### config.mk
export PLATFORM = sky130hd
export DESIGN_NAME = rle_zigzag_dequantizer_top
export DESIGN_NICKNAME = d
export VERILOG_FILES = /design/src/rtl/rzd_pkg.sv /design/src/rtl/rle_zigzag_dequantizer_top.sv /design/src/rtl/rzd_mul.sv
export SDC_FILE = /design/constraint.sdc
export NUM_CORES = 1
export LEC_CHECK = 0
export BUFFER_PORTS_ARGS = -buffer_cell sky130_fd_sc_hd__buf_2
export CAP_MARGIN = 20
export CORE_ASPECT_RATIO = 0.75
export CORE_MARGIN = 2
export CORE_UTILIZATION = 55
export DETAILED_ROUTE_END_ITERATION = 7
export GPL_TIMING_DRIVEN = 0
export PLACE_DENSITY = 0.74
export SLEW_MARGIN = 20
export SYNTH_ARGS = -nofsm -noshare
export SYNTH_HDL_FRONTEND = slang
export SYNTH_SLANG_ARGS = --single-unit
export TNS_END_PERCENT = 5
### constraint.sdc
create_clock -name aclk -period 15.01 [get_ports aclk]
set_clock_uncertainty 0.1 [all_clocks]
set_input_delay 3.002 -clock aclk [delete_from_list [all_inputs] [get_ports aclk]]
set_output_delay 3.002 -clock aclk [all_outputs]
set_load 0.02 [all_outputs]
### src/rtl/rzd_pkg.sv
// rzd_pkg: shared constants and tables of the run-length zigzag dequantizer
// holds the zigzag order, the quantization table and the datapath widths
// no dependencies
package rzd_pkg;

    localparam int RUN_W   = 6;
    localparam int VAL_W   = 12;
    localparam int SCALE_W = 9;
    localparam int QT_W    = 7;
    localparam int COEF_W  = 28;
    localparam int POS_W   = 6;
    localparam int IDX_W   = 3;

    // shared multiplier operand widths
    localparam int MUL_A_W = 19;
    localparam int MUL_B_W = 9;
    localparam int MUL_P_W = MUL_A_W + MUL_B_W + 1;

    localparam logic [SCALE_W-1:0] SCALE_RESET = 9'd256;
    localparam logic [POS_W-1:0]   POS_LAST    = 6'd63;

    localparam int S_TDATA_W = 24;
    localparam int M_TDATA_W = 40;

    // zigzag position -> row*8 + col
    localparam logic [5:0] ZZ_ORDER [64] = '{
         0,  1,  8, 16,  9,  2,  3, 10, 17, 24, 32, 25, 18, 11,  4,  5,
        12, 19, 26, 33, 40, 48, 41, 34, 27, 20, 13,  6,  7, 14, 21, 28,
        35, 42, 49, 56, 57, 50, 43, 36, 29, 22, 15, 23, 30, 37, 44, 51,
        58, 59, 52, 45, 38, 31, 39, 46, 53, 60, 61, 54, 47, 55, 62, 63
    };

    // quantization table in row-major order
    localparam logic [QT_W-1:0] QTABLE [64] = '{
        16, 11, 10, 16, 24, 40, 51, 61,
        12, 12, 14, 19, 26, 58, 60, 55,
        14, 13, 16, 24, 40, 57, 69, 56,
        14, 17, 22, 29, 51, 87, 80, 62,
        18, 22, 37, 56, 68, 109, 103, 77,
        24, 35, 55, 64, 81, 104, 113, 92,
        49, 64, 78, 87, 103, 121, 120, 101,
        72, 92, 95, 98, 112, 100, 103, 99
    };

endpackage

### src/rtl/rle_zigzag_dequantizer_top.sv
// rle_zigzag_dequantizer_top: top level, sequencer and output register
// depends on rzd_pkg and rzd_mul
//
// Takes (zero_run, coef_value) pairs of an 8x8 block and emits coefficients
// in zigzag order, each with row, column, a last-of-block mark on tlast and
// the run overflow flag on tuser. The input is not ready while an item is
// being worked on. A data pair is accepted in ST_IDLE, emits its zeros in
// ST_ZERO, is paced by the shared multiplier in ST_MUL1 and ST_MUL2 and is
// emitted in ST_VAL. An end-of-block pair or an overflowing run emits zeros
// up to the block end; the pair after an overflow or a value at the last
// position is dropped. quality_scale is written through cfg_wr_en and
// cfg_wr_data; the user must write it only while the block is idle, which the
// block itself does not enforce. It resets to 1.0 (256).
module rle_zigzag_dequantizer_top (
    input  logic                             aclk,
    input  logic                             aresetn,
    input  logic                             cfg_wr_en,
    input  logic [rzd_pkg::SCALE_W-1:0]      cfg_wr_data,
    input  logic                             s_tvalid,
    output logic                             s_tready,
    // [5:0] zero_run, [17:6] coef_value
    input  logic [rzd_pkg::S_TDATA_W-1:0]    s_tdata,
    output logic                             m_tvalid,
    input  logic                             m_tready,
    // [27:0] coefficient, [30:28] row_index, [33:31] col_index
    output logic [rzd_pkg::M_TDATA_W-1:0]    m_tdata,
    // block_last
    output logic                             m_tlast,
    // run_overflow
    output logic                             m_tuser
);

    typedef enum logic [4:0] {
        ST_IDLE = 5'b00001,
        ST_ZERO = 5'b00010,
        ST_MUL1 = 5'b00100,
        ST_MUL2 = 5'b01000,
        ST_VAL  = 5'b10000
    } state_t;

    state_t                          state_reg, state_next;
    logic [rzd_pkg::POS_W-1:0]       pos_reg, pos_next;
    logic [rzd_pkg::RUN_W-1:0]       run_reg, run_next;
    logic signed [rzd_pkg::VAL_W-1:0] val_reg, val_next;
    logic                            await_reg, await_next;
    logic                            fill_reg, fill_next;
    logic                            ovf_reg, ovf_next;
    logic [rzd_pkg::SCALE_W-1:0]     scale_reg;

    logic                            m_valid_reg, m_valid_next;
    logic [rzd_pkg::M_TDATA_W-1:0]   m_data_reg, m_data_next;
    logic                            m_last_reg, m_last_next;
    logic                            m_user_reg, m_user_next;

    logic [rzd_pkg::RUN_W-1:0]       in_run;
    logic signed [rzd_pkg::VAL_W-1:0] in_val;
    logic                            in_accept;
    logic [rzd_pkg::POS_W:0]         end_sum;
    logic                            out_free;
    logic [5:0]                      zz_idx;

    logic                            mul_en;
    logic signed [rzd_pkg::MUL_A_W-1:0] mul_a;
    logic        [rzd_pkg::MUL_B_W-1:0] mul_b;
    logic signed [rzd_pkg::MUL_P_W-1:0] mul_p;

    assign in_run    = s_tdata[rzd_pkg::RUN_W-1:0];
    assign in_val    = $signed(s_tdata[rzd_pkg::RUN_W +: rzd_pkg::VAL_W]);
    assign s_tready  = (state_reg == ST_IDLE);
    assign in_accept = s_tvalid && s_tready;
    assign end_sum   = {1'b0, pos_reg} + {1'b0, in_run};
    assign out_free  = !m_valid_reg || m_tready;
    assign zz_idx    = rzd_pkg::ZZ_ORDER[pos_reg];

    assign mul_en = (state_reg == ST_MUL1) || (state_reg == ST_MUL2);
    assign mul_a  = (state_reg == ST_MUL1)
                    ? rzd_pkg::MUL_A_W'(val_reg)
                    : mul_p[rzd_pkg::MUL_A_W-1:0];
    assign mul_b  = (state_reg == ST_MUL1)
                    ? rzd_pkg::MUL_B_W'(rzd_pkg::QTABLE[zz_idx])
                    : scale_reg;

    rzd_mul u_mul (
        .aclk (aclk),
        .en   (mul_en),
        .a    (mul_a),
        .b    (mul_b),
        .p    (mul_p)
    );

    always_comb begin
        state_next   = state_reg;
        pos_next     = pos_reg;
        run_next     = run_reg;
        val_next     = val_reg;
        await_next   = await_reg;
        fill_next    = fill_reg;
        ovf_next     = ovf_reg;
        m_valid_next = m_valid_reg && !m_tready;
        m_data_next  = m_data_reg;
        m_last_next  = m_last_reg;
        m_user_next  = m_user_reg;

        case (state_reg)
            ST_IDLE: begin
                if (in_accept) begin
                    run_next = in_run;
                    val_next = in_val;
                    if (await_reg) begin
                        await_next = 1'b0;
                        pos_next   = '0;
                    end else if (in_run == '0 && in_val == '0) begin
                        fill_next  = 1'b1;
                        ovf_next   = 1'b0;
                        state_next = ST_ZERO;
                    end else if (end_sum > {1'b0, rzd_pkg::POS_LAST}) begin
                        fill_next  = 1'b1;
                        ovf_next   = 1'b1;
                        state_next = ST_ZERO;
                    end else begin
                        fill_next  = 1'b0;
                        ovf_next   = 1'b0;
                        state_next = (in_run == '0) ? ST_MUL1 : ST_ZERO;
                    end
                end
            end
            ST_ZERO: begin
                if (out_free) begin
                    m_valid_next = 1'b1;
                    m_data_next  = {6'b0, zz_idx[2:0], zz_idx[5:3],
                                    {rzd_pkg::COEF_W{1'b0}}};
                    m_last_next  = (pos_reg == rzd_pkg::POS_LAST);
                    m_user_next  = ovf_reg;
                    if (fill_reg) begin
                        if (pos_reg == rzd_pkg::POS_LAST) begin
                            pos_next   = '0;
                            await_next = ovf_reg;
                            state_next = ST_IDLE;
                        end else begin
                            pos_next = pos_reg + 1'b1;
                        end
                    end else begin
                        pos_next = pos_reg + 1'b1;
                        run_next = run_reg - 1'b1;
                        if (run_reg == rzd_pkg::RUN_W'(1)) begin
                            state_next = ST_MUL1;
                        end
                    end
                end
            end
            ST_MUL1: begin
                state_next = ST_MUL2;
            end
            ST_MUL2: begin
                state_next = ST_VAL;
            end
            ST_VAL: begin
                if (out_free) begin
                    m_valid_next = 1'b1;
                    m_data_next  = {6'b0, zz_idx[2:0], zz_idx[5:3],
                                    mul_p[rzd_pkg::COEF_W-1:0]};
                    m_last_next  = (pos_reg == rzd_pkg::POS_LAST);
                    m_user_next  = 1'b0;
                    state_next   = ST_IDLE;
                    if (pos_reg == rzd_pkg::POS_LAST) begin
                        pos_next   = '0;
                        await_next = 1'b1;
                    end else begin
                        pos_next = pos_reg + 1'b1;
                    end
                end
            end
            default: begin
                state_next = ST_IDLE;
            end
        endcase
    end

    always_ff @(posedge aclk) begin
        if (!aresetn) begin
            state_reg   <= ST_IDLE;
            pos_reg     <= '0;
            await_reg   <= 1'b0;
            fill_reg    <= 1'b0;
            ovf_reg     <= 1'b0;
            run_reg     <= '0;
            m_valid_reg <= 1'b0;
            scale_reg   <= rzd_pkg::SCALE_RESET;
        end else begin
            state_reg   <= state_next;
            pos_reg     <= pos_next;
            await_reg   <= await_next;
            fill_reg    <= fill_next;
            ovf_reg     <= ovf_next;
            run_reg     <= run_next;
            m_valid_reg <= m_valid_next;
            if (cfg_wr_en) begin
                scale_reg <= cfg_wr_data;
            end
        end
    end

    always_ff @(posedge aclk) begin
        val_reg    <= val_next;
        m_data_reg <= m_data_next;
        m_last_reg <= m_last_next;
        m_user_reg <= m_user_next;
    end

    assign m_tvalid = m_valid_reg;
    assign m_tdata  = m_data_reg;
    assign m_tlast  = m_last_reg;
    assign m_tuser  = m_user_reg;

    // overflowing runs only ever carry zero coefficients
    a_ovf_zero: assert property (@(posedge aclk) disable iff (!aresetn)
        m_tvalid && m_tuser |-> m_tdata[rzd_pkg::COEF_W-1:0] == '0)
        else $error("overflow item with nonzero coefficient");

    // a filled block always restarts at position zero
    a_await_pos: assert property (@(posedge aclk) disable iff (!aresetn)
        await_reg |-> pos_reg == '0)
        else $error("terminator pending with nonzero position");

    // second multiply pass follows the first
    a_mul_order: assert property (@(posedge aclk) disable iff (!aresetn)
        state_reg == ST_MUL2 |-> $past(state_reg) == ST_MUL1)
        else $error("multiplier sequence broken");

    // a zero run of a data pair stays inside the block
    a_run_bound: assert property (@(posedge aclk) disable iff (!aresetn)
        state_reg == ST_ZERO && !fill_reg
            |-> ({1'b0, pos_reg} + {1'b0, run_reg}) <= {1'b0, rzd_pkg::POS_LAST})
        else $error("zero run passes block end");

endmodule

### src/rtl/rzd_mul.sv
// rzd_mul: shared signed-by-unsigned multiplier with registered product
// used twice per value item: value times table entry, then times scale
// depends on rzd_pkg
module rzd_mul (
    input  logic                                 aclk,
    input  logic                                 en,
    input  logic signed [rzd_pkg::MUL_A_W-1:0]   a,
    input  logic        [rzd_pkg::MUL_B_W-1:0]   b,
    output logic signed [rzd_pkg::MUL_P_W-1:0]   p
);

    logic signed [rzd_pkg::MUL_P_W-1:0] p_reg;
    logic signed [rzd_pkg::MUL_P_W-1:0] p_next;

    always_comb begin
        p_next = a * $signed({1'b0, b});
    end

    always_ff @(posedge aclk) begin
        if (en) begin
            p_reg <= p_next;
        end
    end

    assign p = p_reg;

endmodule

==> results of run 1 <==
==> stage by stage <==
stage	std cells	cell area [sq um]
3_3_place_gp	1667	12900
6_report	1688	13200
5_1_grt	1688	13200
2_1_floorplan	1305	12200
4_1_cts	1688	13200
3_5_place_dp	1673	13000
==> critical path: cells and delay by family, from the launching register on <==
family	cells	cell delay, ps
compound gates	11	3200
xor+xnor	1	80
fa+ha+maj	8	3750
buf+inv	9	1710
flops	1	500
mux	1	140
simple gates	4	1090
==> placed cells by master, fill, tap and decap left out, types with 11 or more instances in the layout <==
cell and n:
inv_1 187, fa_1 141, nand2_1 133, nor2_1 89, ha_1 89, buf_2 84
edfxtp_1 76, and2_1 58, a21oi_1 48, and3_1 39, nand3_1 30, o21ai_0 30
dfxtp_1 30, clkbuf_1 29, xnor2_1 28, mux2i_1 25, a21o_1 22, nand2b_1 20
nor3_1 18, nor2b_1 17, buf_4 14, o211ai_1 11
==> power by group <==
part / total (mW) / leakage [nW] / internal [mW] / switching [mW]
clock network: 0.242 / 0.136 / 0.116 / 0.126
logic: 0.577 / 5.20 / 0.233 / 0.343
registers: 0.378 / 0.966 / 0.359 / 0.0192
total: 1.20 / 6.30 / 0.708 / 0.489
==> cell families (layout without fill, tap and decap cells) <==
family          after synthesis  in the layout  share of synthesized area
other cells                   1              6                   0.000308
mux                          27             27                     0.0237
fa+ha+maj                   230            230                      0.324
compound gates              201            201                      0.118
xor+xnor                     34             34                     0.0256
simple gates                448            448                      0.185
flops                       106            106                      0.237
buf+inv                     253            342                     0.0870
==> worst max path at each step <==
stage / startpoint / endpoint / cells past startpoint
final: pos_reg[0] / u_mul.p[26] / 34
after global routing: pos_reg[0] / u_mul.p[26] / 35
after CTS: pos_reg[0] / u_mul.p[26] / 33
after detailed placement: pos_reg[0] / u_mul.p[26] / 35
after global placement: pos_reg[0] / u_mul.p[26] / 34
after floorplan: pos_reg[0] / u_mul.p[26] / 36
==> layout make-up <==
class | count | area [sq um] | area share
well taps | 294 | 368 | 0.0278
clock buffers | 9 | 225 | 0.0170
multi-input cells | 946 | 8250 | 0.623
flip-flops and latches | 106 | 2880 | 0.218
clock inverters | 6 | 58.8 | 0.00444
inverters | 190 | 714 | 0.0540
plain buffers | 63 | 343 | 0.0259
repair buffers | 74 | 398 | 0.0300
==> routing by layer <==
layer / GRT usage / wire [um] / vias to the layer above
li1: - / - / 4506
met1: 0.425 / 14400 / 4648
met2: 0.415 / 13700 / 372
met3: 0.0583 / 2530 / 53
met5: 0.00625 / 0 / -
met4: 0.0950 / 904 / 0
==> run_results.csv, run 1 <==
group,metric,value,unit
worst_hold_path,min_delay_path_depth,2,
setup_path,setup.worst_path.end_class,"flop",
setup_path,cp_slowest_cell,"or4b_2",
synth,ys_ff_latch,106,
clocking,cts_inserted_buffers,9,
sta,setup_viol,0,
route,via_per_inst,5.67,
cells_and_area,fin_util,0.605,
route,wl,31.5,mm
sta,fin_ws,4200,ps
clocking,clk_path_buf_depth,2,
synth,postSynthAreaPerCell,9.35,sq um
synth,ys_top_cells_by_count,"inv_1 (187), fa_1 (141), nand2_1 (133)",
sta,tightest_slew,1110,ps
place,routabilityCongestion,0.938,
setup_path,r2r_end,"u_mul.p[26]",
sta,rsz0062_at_grt,"no",
setup_path,cp-start-kind,"flop",
route,wl_per_cell,18.7,um
pwr,finalPower,1.20,mW
cells_and_area,drive_gt1_frac,0.108,
global_routing,antenna_found_initial,0,
cells_and_area,syn_to_final_growth,8.90,%
worst_hold_path,whs_endpoint,"scale_reg[0]",
cells_and_area,n_fill_cell,1920,
run_status,outcome,"finished, final reports clean",
setup_path,r2r-start,"pos_reg[0]",
pwr,vdd_drop_max,0.0688,mV
worst_hold_path,min-delay-start,"scale_reg[0]",
clocking,postCtsSetupBuffers,0,
sta,setup-tns-final,0,ps
setup_path,worst-endpoint-arrival,10840,ps
global_routing,track_usage,0.285,
die,initial_core_util,0.556,
setup_path,critPathKind,"flop to flop",
synth,yosysMostFrequentCell,"inv_1",
setup_path,r2r_setup_slack,4200,ps
setup_path,critPathRequiredTime,15040,ps
clocking,path_clk_slew,80,ps
clocking,cts.sinks,106,
synth,syn-cell-area,12200,sq um
route,drc,0,
synth,synth_edf_count,76,
synth,synth_warnings,0,
setup_path,cp_max_fo,10,
place,dp_hpwl,25.6,mm
die,core_region_area,21900,sq um
clocking,ctsHoldBuffers,0,
synth,yosysSeqAreaShare,0.237,
clocking,clk_latency,370,ps
sta,fmax,92.5,MHz
global_routing,grt_overflow,0,
sta,slew_headroom,0.251,
clocking,cts_resized,0,
setup_path,critPathMaxStageDelay,660,ps
sta,fin_crit_sh,0.720,
sta,hold_viol,0,
cells_and_area,largest_reg_flops,34,
route,drtAntennaViolNets,0,
place,place_ws,4430,ps
global_routing,grt_pass1_wl,51.5,mm
run,maxCapViolations,0,
global_routing,grt_max_degree,21,
route,first_iter_violations,880,
pwr,p_leak,6.30,nW
die,dieHeight,133,um
global_routing,grt_pass1_vias,9545,
die,placementRows,47,
clocking,ctsRootBufferMaster,"clkbuf_16",
synth,synth_top_area_frac,0.232,
sta,final_max_slew_viol_count,0,
synth,synthCells,1300,
pwr,power.density,90.4,nW/um^2
cells_and_area,insertedDiodeCount,0,
synth,ys_dominant_reg_cell,"edfxtp_1",
route,drt_first_pass_iters,5,
die,die-area,23300,sq um
synth,synth_area_leader_cell,"fa_1",
setup_path,worstRegToRegCells,34,
place,port_buffers,68,
die,die_w,176,um
synth,synth_area_leaders,"fa_1 (23%), edfxtp_1 (19%), ha_1 (9.2%), inv_1 (5.8%), dfxtp_1 (4.9%)",
worst_hold_path,min_path_type,"flop to flop",
clocking,cts_tree,"yes",
synth,ys_types,89,
route,vias,9579,
clocking,htree_levels,3,
sta,whs,399,ps
sta,fin_crit,10810,ps
die,ios,82,
cells_and_area,nets,1658,
synth,async_flop_share,0,
(Power assumes the default switching activity.)
==> run 2, diff against run 1 <==
==> constraint.sdc (replaced) <==
create_clock -name aclk -period 11.3 [get_ports aclk]
set_clock_uncertainty 0.1 [all_clocks]
set_input_delay 2.26 -clock aclk [delete_from_list [all_inputs] [get_ports aclk]]
set_output_delay 2.26 -clock aclk [all_outputs]
set_load 0.02 [all_outputs]
==> run 2 against run 1 <==
Sequential power grew 33%. Die area is the same. Clock power grew 33%. Via count grew 0.34%. Register-to-register slack lost 3600 ps. Design area is essentially flat. Critical path type unchanged.
==> run_results.csv, run 2 (same netlist as run 1, synthesis figures left out) <==
group,metric,value,unit
run_status,outcome,"finished, final reports clean",
global_routing,grt_max_degree,21,
setup_path,path_buf_inv,9,
setup_path,critPathMaxStageDelay,650,ps
cells_and_area,drive_gt1_frac,0.108,
place,routabilityCongestion,0.938,
clocking,path_clk_slew,80,ps
sta,fin_crit_sh,0.944,
sta,setup-tns-final,0,ps
cells_and_area,final_common_cell,"inv_1",
route,wl,31.5,mm
sta,final_max_slew_viol_count,0,
route,drtAntennaViolNets,0,
cells_and_area,final_cell_mix,"inv_1 (187), fa_1 (141), nand2_1 (133)",
place,dp_hpwl,25.6,mm
setup_path,r2r_setup_slack,630,ps
sta,fmax,93.7,MHz
die,die_w,176,um
cells_and_area,nets,1658,
global_routing,antenna_found_initial,0,
pwr,p_leak,6.31,nW
setup_path,critPathRequiredTime,11320,ps
global_routing,grt_pass1_wl,51.5,mm
die,initial_core_util,0.556,
global_routing,track_usage,0.285,
setup_path,cp_max_fo,10,
setup_path,cp-start-kind,"flop",
worst_hold_path,min_path_type,"flop to flop",
die,placementRows,47,
clocking,clk_path_buf_depth,2,
cells_and_area,largest_reg_flops,34,
pwr,power.density,120,nW/um^2
setup_path,r2r-start,"pos_reg[0]",
setup_path,critPathKind,"flop to flop",
cells_and_area,insertedDiodeCount,0,
global_routing,grt_pass1_vias,9545,
sta,setup_viol,0,
route,wl_met3,2.60,mm
die,ios,82,
sta,slew_headroom,0.258,
setup_path,path_delay_family,"adder cells",
clocking,cts_tree,"yes",
place,port_buffers,68,
sta,whs,397,ps
route,drt_first_pass_iters,5,
route,wl_met1,14.3,mm
clocking,htree_levels,3,
die,core_region_area,21900,sq um
worst_hold_path,whs_endpoint,"run_reg[4]",
sta,rsz0062_at_grt,"no",
sta,fin_crit,10670,ps
clocking,postCtsSetupBuffers,0,
route,top_layer,"met4",
cells_and_area,n_fill_cell,1920,
worst_hold_path,min_delay_path_depth,2,
setup_path,setup.worst_path.end_class,"flop",
setup_path,r2r_end,"u_mul.p[26]",
route,dr_wl_met2,13.7,mm
clocking,cts.sinks,106,
die,die-area,23300,sq um
route,first_iter_violations,890,
route,via_per_inst,5.69,
setup_path,worstRegToRegCells,34,
route,drc,0,
route,wl_per_cell,18.7,um
cells_and_area,syn_to_final_growth,8.96,%
clocking,cts_inserted_buffers,9,
global_routing,grt_overflow,0,
worst_hold_path,min-delay-start,"run_reg[4]",
clocking,clk_latency,370,ps
clocking,ctsRootBufferMaster,"clkbuf_16",
pwr,vdd_drop_max,0.0913,mV
sta,hold_viol,0,
route,vias,9612,
run,maxCapViolations,0,
setup_path,cp_slowest_cell,"or4b_2",
setup_path,worst-endpoint-arrival,10690,ps
sta,tightest_slew,1100,ps
die,dieHeight,133,um
run 2: changes by cell type in the layout (fill, tap and decap cells not counted):
cell	before	now
a32oi_1	2	1
a32oi_2	0	1
o21ai_0	30	29
o21ai_1	1	2
run 2: final cells by class:
| cell class | count | area [sq um] | share of cell area |
|---|---|---|---|
| multi-input combinational | 946 | 8260 | 0.623 |
| sequential | 106 | 2880 | 0.218 |
| inverter | 190 | 714 | 0.0539 |
| timing repair buffer | 74 | 398 | 0.0300 |
| tap | 294 | 368 | 0.0278 |
| buffer | 63 | 343 | 0.0259 |
| clock buffer | 9 | 225 | 0.0170 |
| clock inverter | 6 | 58.8 | 0.00444 |
run 2: worst max path at each step:
| stage | from | end | slack [ps] | depth (start not counted) |
|---|---|---|---|---|
| after global placement | pos_reg[0] | u_mul.p[26] | 680 | 34 |
| final | pos_reg[0] | u_mul.p[26] | 630 | 34 |
| after detailed placement | pos_reg[0] | u_mul.p[26] | 720 | 35 |
| after CTS | pos_reg[0] | u_mul.p[26] | 690 | 33 |
| after global routing | pos_reg[0] | u_mul.p[26] | 90 | 35 |
| after floorplan | pos_reg[0] | u_mul.p[26] | 2480 | 36 |
run 2: metrics by stage:
step	area (sq um)	cells	setup slack, ps	utilization	total power [mW]
floorplan	12200	1305	2480	-	1.08
global placement	12900	1667	678	0.589	1.25
detailed placement	13000	1673	722	0.592	1.27
CTS	13200	1688	691	0.605	1.59
global route	13200	1688	87.9	0.606	1.72
finish	13200	1688	630	0.606	1.59
run 2: repair_timing:
action | in CTS | in global routing
endpoints found under the setup margin | 0 | 2
hold buffers | 0 | 0
hold endpoints to repair | 0 | 0
resized for setup | 0 | 2
run 2: power by group:
part	switching (mW)	internal, mW
logic	0.457	0.311
clock network	0.168	0.154
registers	0.0254	0.477
run 2: worst register-to-register path: cells and delay by family, from the launching register on:
| kind | cells | cell delay (ps) |
|---|---|---|
| buf+inv | 9 | 1710 |
| fa+ha+maj | 8 | 3750 |
| compound gates | 11 | 3070 |
| mux | 1 | 140 |
| xor+xnor | 1 | 80 |
| flops | 1 | 500 |
| simple gates | 4 | 1080 |
run 2: routing by layer:
metal / global-route usage / vias up
met2: 0.415 / 386
li1: - / 4509
met4: 0.0950 / 0
met1: 0.425 / 4664
met3: 0.0583 / 53
met5: 0.00625 / -
